==> src/rtl/skvt_pkg.sv <==
// Shared types and constants for the sorted key/value table.
package skvt_pkg;

   localparam int OP_W = 2;
   localparam int KEY_W = 64;
   localparam int VAL_W = 64;
   localparam int STATUS_W = 2;
   localparam int CNT_W = 7;
   localparam int DEPTH_DEFAULT = 64;
   localparam int CNT_MAX = (1 << CNT_W) - 1;

   localparam logic [CNT_W-1:0] CAP_RESET = CNT_W'(64);

   localparam logic [OP_W-1:0] OP_SET = 2'd0;
   localparam logic [OP_W-1:0] OP_GET = 2'd1;
   localparam logic [OP_W-1:0] OP_CLEAR = 2'd2;

   localparam logic [STATUS_W-1:0] ST_UPDATED = 2'd0;
   localparam logic [STATUS_W-1:0] ST_INSERTED = 2'd1;
   localparam logic [STATUS_W-1:0] ST_FULL = 2'd2;
   localparam logic [STATUS_W-1:0] ST_DONE = 2'd3;

   typedef struct packed {
      logic [OP_W-1:0]  op;
      logic [KEY_W-1:0] key;
      logic [VAL_W-1:0] value;
   } req_type;

   typedef struct packed {
      logic [STATUS_W-1:0] status;
      logic                found;
      logic [VAL_W-1:0]    read_value;
      logic [CNT_W-1:0]    entry_total;
   } rsp_type;

   typedef struct packed {
      logic [KEY_W-1:0] key;
      logic [VAL_W-1:0] value;
   } entry_type;

endpackage

==> src/rtl/skvt_ctrl.sv <==
// Sequencer that searches, updates, shifts and clears the table, comparing each entry read against the request key.
module skvt_ctrl
   import skvt_pkg::*;
#(
   parameter int DEPTH = DEPTH_DEFAULT,
   parameter int AW = (DEPTH > 1) ? $clog2(DEPTH) : 1
) (
   input  logic             clock,
   input  logic             reset,
   input  logic             req_valid,
   input  req_type          req_data,
   output logic             req_ready,
   input  logic [CNT_W-1:0] capacity,
   output logic             done_valid,
   input  logic             done_ready,
   output rsp_type          done_data,
   output logic             mem_wr_en,
   output logic [AW-1:0]    mem_wr_addr,
   output entry_type        mem_wr_data,
   output logic             mem_rd_en,
   output logic [AW-1:0]    mem_rd_addr,
   input  entry_type        mem_rd_data
);

   localparam int CAP_LIMIT = (DEPTH > CNT_MAX) ? CNT_MAX : DEPTH;

   typedef enum logic [3:0] {
      S_IDLE   = 4'b0001,
      S_SEARCH = 4'b0010,
      S_SHIFT  = 4'b0100,
      S_FINISH = 4'b1000
   } state_type;

   state_type        state_ff, state_in;
   logic [OP_W-1:0]  op_ff, op_in;
   logic [KEY_W-1:0] key_ff, key_in;
   logic [VAL_W-1:0] value_ff, value_in;
   logic [CNT_W-1:0] count_ff, count_in;
   logic [CNT_W-1:0] idx_ff, idx_in;
   logic             pend_ff, pend_in;
   logic [CNT_W-1:0] pidx_ff, pidx_in;
   logic [CNT_W-1:0] pos_ff, pos_in;
   rsp_type          res_ff, res_in;

   logic             key_eq;
   logic             key_gt;
   logic [CNT_W-1:0] cap_eff;
   logic             resolve;
   logic             hit;
   logic [CNT_W-1:0] pos_sel;

   assign key_eq = (mem_rd_data.key == key_ff);
   assign key_gt = (mem_rd_data.key > key_ff);
   assign cap_eff = (capacity > CNT_W'(CAP_LIMIT)) ? CNT_W'(CAP_LIMIT) : capacity;

   always_comb begin
      resolve = 1'b0;
      hit = 1'b0;
      pos_sel = count_ff;
      if (pend_ff && (key_eq || key_gt)) begin
         resolve = 1'b1;
         hit = key_eq;
         pos_sel = pidx_ff;
      end else if (!pend_ff && (idx_ff == count_ff)) begin
         resolve = 1'b1;
      end
   end

   always_comb begin
      state_in = state_ff;
      op_in = op_ff;
      key_in = key_ff;
      value_in = value_ff;
      count_in = count_ff;
      idx_in = idx_ff;
      pend_in = pend_ff;
      pidx_in = pidx_ff;
      pos_in = pos_ff;
      res_in = res_ff;
      mem_wr_en = 1'b0;
      mem_wr_addr = '0;
      mem_wr_data = '0;
      mem_rd_en = 1'b0;
      mem_rd_addr = '0;
      req_ready = (state_ff == S_IDLE);
      done_valid = 1'b0;

      case (state_ff)
         S_IDLE: begin
            if (req_valid) begin
               op_in = req_data.op;
               key_in = req_data.key;
               value_in = req_data.value;
               idx_in = '0;
               pend_in = 1'b0;
               res_in.status = ST_DONE;
               res_in.found = 1'b0;
               res_in.read_value = '0;
               res_in.entry_total = count_ff;
               case (req_data.op)
                  OP_SET, OP_GET: begin
                     state_in = S_SEARCH;
                  end
                  OP_CLEAR: begin
                     count_in = '0;
                     res_in.entry_total = '0;
                     state_in = S_FINISH;
                  end
                  default: begin
                     state_in = S_FINISH;
                  end
               endcase
            end
         end
         S_SEARCH: begin
            if (!resolve) begin
               pend_in = (idx_ff < count_ff);
               if (idx_ff < count_ff) begin
                  mem_rd_en = 1'b1;
                  mem_rd_addr = AW'(idx_ff);
                  pidx_in = idx_ff;
                  idx_in = idx_ff + 1'b1;
               end
            end else begin
               pend_in = 1'b0;
               state_in = S_FINISH;
               if (op_ff == OP_GET) begin
                  if (hit) begin
                     res_in.found = 1'b1;
                     res_in.read_value = mem_rd_data.value;
                  end
               end else if (hit) begin
                  mem_wr_en = 1'b1;
                  mem_wr_addr = AW'(pos_sel);
                  mem_wr_data.key = key_ff;
                  mem_wr_data.value = value_ff;
                  res_in.status = ST_UPDATED;
                  res_in.found = 1'b1;
               end else if (count_ff >= cap_eff) begin
                  res_in.status = ST_FULL;
               end else begin
                  pos_in = pos_sel;
                  idx_in = count_ff;
                  state_in = S_SHIFT;
               end
            end
         end
         S_SHIFT: begin
            if (pend_ff) begin
               mem_wr_en = 1'b1;
               mem_wr_addr = AW'(pidx_ff);
               mem_wr_data = mem_rd_data;
            end
            if (idx_ff != pos_ff) begin
               mem_rd_en = 1'b1;
               mem_rd_addr = AW'(CNT_W'(idx_ff - 1'b1));
               pend_in = 1'b1;
               pidx_in = idx_ff;
               idx_in = idx_ff - 1'b1;
            end else begin
               pend_in = 1'b0;
               if (!pend_ff) begin
                  mem_wr_en = 1'b1;
                  mem_wr_addr = AW'(pos_ff);
                  mem_wr_data.key = key_ff;
                  mem_wr_data.value = value_ff;
                  count_in = count_ff + 1'b1;
                  res_in.status = ST_INSERTED;
                  res_in.entry_total = count_ff + 1'b1;
                  state_in = S_FINISH;
               end
            end
         end
         S_FINISH: begin
            done_valid = 1'b1;
            if (done_ready) begin
               state_in = S_IDLE;
            end
         end
         default: begin
            state_in = S_IDLE;
         end
      endcase
   end

   always_ff @(posedge clock) begin
      if (reset) begin
         state_ff <= S_IDLE;
         count_ff <= '0;
         pend_ff <= 1'b0;
      end else begin
         state_ff <= state_in;
         count_ff <= count_in;
         pend_ff <= pend_in;
      end
   end

   always_ff @(posedge clock) begin
      op_ff <= op_in;
      key_ff <= key_in;
      value_ff <= value_in;
      idx_ff <= idx_in;
      pidx_ff <= pidx_in;
      pos_ff <= pos_in;
      res_ff <= res_in;
   end

   assign done_data = res_ff;

endmodule
==> config.mk <==
export PLATFORM = sky130hd
export DESIGN_NAME = skvt_ctrl
export DESIGN_NICKNAME = d
export VERILOG_FILES = /design/src/rtl/skvt_pkg.sv /design/src/rtl/skvt_ctrl.sv
export SDC_FILE = /design/constraint.sdc
export NUM_CORES = 1
export LEC_CHECK = 0
export BUFFER_PORTS_ARGS = -buffer_cell sky130_fd_sc_hd__buf_4
export CAP_MARGIN = 25
export CORE_ASPECT_RATIO = 1.75
export CORE_UTILIZATION = 26
export DETAILED_ROUTE_END_ITERATION = 10
export HOLD_SLACK_MARGIN = 0.03
export SLEW_MARGIN = 20
export SYNTH_ARGS = -nofsm -noshare
export SYNTH_HDL_FRONTEND = slang
export SYNTH_SLANG_ARGS = --single-unit
==> constraint.sdc <==
create_clock -name clock -period 22.8 [get_ports clock]
set_clock_uncertainty 0.2 [all_clocks]
set_input_delay 2.28 -clock clock [delete_from_list [all_inputs] [get_ports clock]]
set_output_delay 2.28 -clock clock [all_outputs]
set_load 0.005 [all_outputs]
* Word-level counts from Yosys, hierarchy flattened
Cells that the tools add are included.
Word-level totals: word-level logic and storage cells 148, register bits 237
Operators by class: eq/ne operators 26, order comparisons 4, reduce and logical (&&, ||, !) cells 20, bitwise operators 3, muxes and demuxes 79, add/subtract/negate cells 3
Operators with widths (number):
- 128-bit two-way mux | 6
- 128-bit one-hot mux with 2 select lines | 1
- 65-bit one-hot mux with 2 select lines | 1
- 7-bit two-way mux | 16
- 74-bit two-way mux | 1
- 67-bit two-way mux | 1
- 65-bit two-way mux | 1
- 64-bit == test | 1
- 64-bit greater-than comparator | 1
- 64-bit two-way mux | 1
- 6-bit two-way mux | 9
- 7-bit one-hot mux with 2 select lines | 3
- 4-bit two-way mux | 9
- 6-bit one-hot mux with 2 select lines | 2
- 2-bit inequality test (second input constant) | 11
- 7-bit one-hot mux with 3 select lines | 1
- 1-bit two-way mux | 17
- 4-bit one-hot mux with 4 select lines | 1
- 3-bit inequality test (second input constant) | 5
- 5-bit AND reduction | 3
- 7-bit by 1-bit adder with 7-bit output (second input constant) | 2
- 7-bit AND reduction | 2
- 4-bit AND reduction | 3
- 2-bit two-way mux | 5
- other kinds (24) | 32

* Logic depth before layout (Yosys ltp)
word-level depth 8, gate-level depth with buffers 12, depth with buffers taken out 11

* Worst setup path after synthesis
No wires, ideal clock.
path type input to register, from in mem_rd_data[95] (netlist name), to reg res_ff (netlist bit done_data[10]), enable pin, arrival 8.151 ns, buffers on the path 0, path slack 13.875 ns, library setup time 0.574 ns, stages 7, path through ha_1 -> nand4_1 -> nor4_1 -> nand4_1 -> nor2_1 -> nand2_1 -> o21ai_0
Between the ends: longest elaborated chain between the ends 6, elaborated cells on any way between the ends 9, those cells by class order compare (1); eq/ne (3); mux (2); reduce/logical (3)
RTL lines:
- start, declared | RTL line skvt_ctrl.sv:22 | input entry_type mem_rd_data
- 64-bit greater-than comparator or 64-bit == test (tied branches) | RTL line skvt_ctrl.sv:53, skvt_ctrl.sv:52
- 1-bit logical OR | RTL line skvt_ctrl.sv:60 | if (pend_ff && (key_eq || key_gt)) begin
- 1-bit logical AND | RTL line skvt_ctrl.sv:60
- 1-bit two-way mux | RTL line skvt_ctrl.sv:60
- 2-bit inequality test (no source line)
- 5-bit AND reduction (no source line) (*)
- end signal, assigned | RTL line skvt_ctrl.sv:205 | res_ff <= res_in;
- end, declared | RTL line skvt_ctrl.sv:43 | rsp_type res_ff, res_in;
Every way passes the cells marked *; elsewhere a longest branch is shown, timed or not. A chain may end at the register's enable or synchronous reset.

==> flow_summary.toml <==
[outcome]
status = "finished clean"

[clock_network]
clk_latency_ns = 0.55
cts_buffer_depth = 3
clock-sinks = 237
cts_tree = "done"
clkTransAtPathRegs_ns = 0.06
clk_root_buffer_cell = "clkbuf_16"
cts_buffers = 25
hold_buffers = 0
post_cts_buffers = 0
ctsResizeCount = 0
cts_htree_levels = 1

[flow_run]
maxCapViolations = 0

[floorplanning]
die_w_microns = 165
die_area_sq_um = 47300
rows = 104
die_y_microns = 287
ios = 487
fp.coreArea_sq_um = 45800
start_util_pct = 26.3

[placement]
dp.cells = 1996
gp_congestion = 0.907
hpwl_mm = 35.0
numPortBuffers = 486

[power]
finalPower_mw = 1.43
ir_drop_v = 0.0000721
power_density_nw_per_um2 = 83.3
p_leak_nw = 7.43

[cells_and_area]
synthToLayoutAreaGrowth_pct = 42.1
drive_above_1_share_pct = 38.4
final_nets = 1790
final_cells = 2044
final_cell_mix = "buf_4, edfxtp_1, a22o_1"
final_common_cell = "buf_4"

[critical_path]
worstPathRequired_ns = 20.32
rrSetupSlack_ns = 18.52
max_stage_delay_ns = 0.64
crit_top_cell = "buf_4"
cp-start-kind = "primary input"
endpoint_kind = "primary output"
cp_slowest_cell = "buf_4"
crit_type = "in2out"
cp.arrival_ns = 5.83
worstPathCellList = "buf_4 -> ha_1 -> nand4_1 -> nor4_1 -> nand4_1 -> nor3_4 -> nand2_1 -> o21ai_4 -> buf_4 -> a22o_1 -> buf_4"
crit_path_max_fanout = 72

[global_route]
grt_pass1_wl_mm = 64.1
gr-usage-all-layers_pct = 18.4
met3_usage_pct = 3.55
use_met2_pct = 34.1
grt_busiest_layer = "met2"
grt_max_degree = 85
antenna_found_initial = 4
overflow = 0
use_met1_pct = 20.1
grt_pass1_vias = 10314

[synthesis]
async_reset_ff_share_pct = 0
ys_ff_latch = 237
ys_types = 61
synth_cells = 966
synth_ff_type = "edfxtp_1"
synth_edf_count = 225
syn_area_per_cell_sq_um = 12.5
yosysWarningCount = 0
synth_nets = 1316
syn_area_sq_um = 12100
synth.yosys.seq_area_share_pct = 58.1

[timing]
hold_violations = 0
slew_headroom_pct = 28.6
fin_crit_ns = 8.31
period_share_pct = 36.4
setup_viol = 0
worst-slew-pin-transition_ns = 1.07
finalSetupTns_ns = 0
drv_slew = 0
fmaxAchievable_mhz = 120
rsz0062_at_grt = "no"

[routing]
wl_per_cell_microns = 21.8
firstDrtPassIters = 5
final_antenna_net_count = 0
drt_iter0_markers = 532
vias_per_cell = 4.92
drcViolationCount = 0
routed-via-count = 10064
wirelength_mm = 44.6

[worst_hold_path]
hp-class = "reg2reg"
[registers in the layout, summed over array words and instances (netlist names)]
signal,cells
count_ff,7
done_data,74
idx_ff,7
key_ff,64
op_ff,2
pend_ff,1
pidx_ff,7
pos_ff,7
state_ff,4
value_ff,64
[per-stage QoR]
step	hold slack, ns	utilization, %	cell area [sq um]	setup WS [ns]
floorplan	0.252	-	12100	13.87
global placement	0.304	35.6	16300	14.42
detailed placement	0.321	35.6	16300	14.41
CTS	0.337	37.4	17100	14.39
global route	0.375	37.4	17100	14.20
finish	0.335	37.4	17100	14.49
[synth_stat cells (all sizes together) (3+ instances only)]
library cell  count  area share, %
buf              19            1.1
edfxtp          225             56
a211oi            3           0.19
o311ai            3           0.22
o211ai            3           0.19
dfxtp            12            2.0
a22oi             7           0.44
a21oi            44            1.8
nor2             30           0.96
nand4            19            1.1
nor3             12           0.59
o21a              8           0.50
nand2            58            1.9
clkbuf           30           0.93
nand2b            8           0.42
o31ai             4           0.25
ha               81            8.4
xor2              3           0.22
o21ai            28            1.2
nand3            23           0.96
and2             67            3.5
a221o             3           0.25
nor2b             7           0.36
a311oi            3           0.22
a22o            130            9.4
nor4b             4           0.39
nor4              8           0.77
a31oi             4           0.21
inv              79            2.5
mux2              6           0.56
a21o              4           0.25
xnor2             9           0.65
[routing by layer]
layer / up-vias / share of wire (%)
met1: 4874 / 35
met2: 477 / 54
met3: 80 / 7.0
li1: 4633 / -
met5: - / 0
met4: 0 / 3.4
[cell families (layout without fill, tap and decap cells)]
logic type	after synthesis	count (layout)	synth area share, %
muxes	8	8	0.727
AOI/OAI and AO/OA	256	256	16.1
adders and majority gates	81	81	8.41
buffers and inverters	129	621	4.54
and+or+nand+nor	243	243	11.3
other	0	3	0
xor gates and xnor gates	12	12	0.872
DFF	237	237	58.1
[report_power, final]
| part | total, mW | switching [mW] | internal [mW] | leakage [nW] |
|---|---|---|---|---|
| combinational | 0.337 | 0.192 | 0.145 | 4.79 |
| clock | 0.419 | 0.185 | 0.234 | 0.393 |
| sequential | 0.671 | 0.0672 | 0.604 | 2.24 |
[path summary, 6_finish.rpt]
path                            cells past startpoint               to             from
worst min register to register                      2        pos_ff[6]       pidx_ff[6]
worst min-delay path                                2        pos_ff[6]       pidx_ff[6]
worst max-delay path                               11  mem_wr_data[19]  mem_rd_data[89]
worst max register to register                      9     done_data[7]       key_ff[25]
[final cells by class]
cell class,instances,area [sq um]
timing repair buffer,496,3720
antenna,3,7.51
fill,4523,28700
multi-input combinational,600,4530
clock buffer,33,708
tap,583,729
sequential,237,7000
inverter,80,305
clock inverter,12,119
[critical path: cells and delay by family]
kind	cells	cell delay, ns
simple gates	5	1.90
fa+ha+maj	1	0.33
buf+inv	3	0.87
compound gates	2	0.36
No activity file was read; power rests on OpenSTA's default activity.
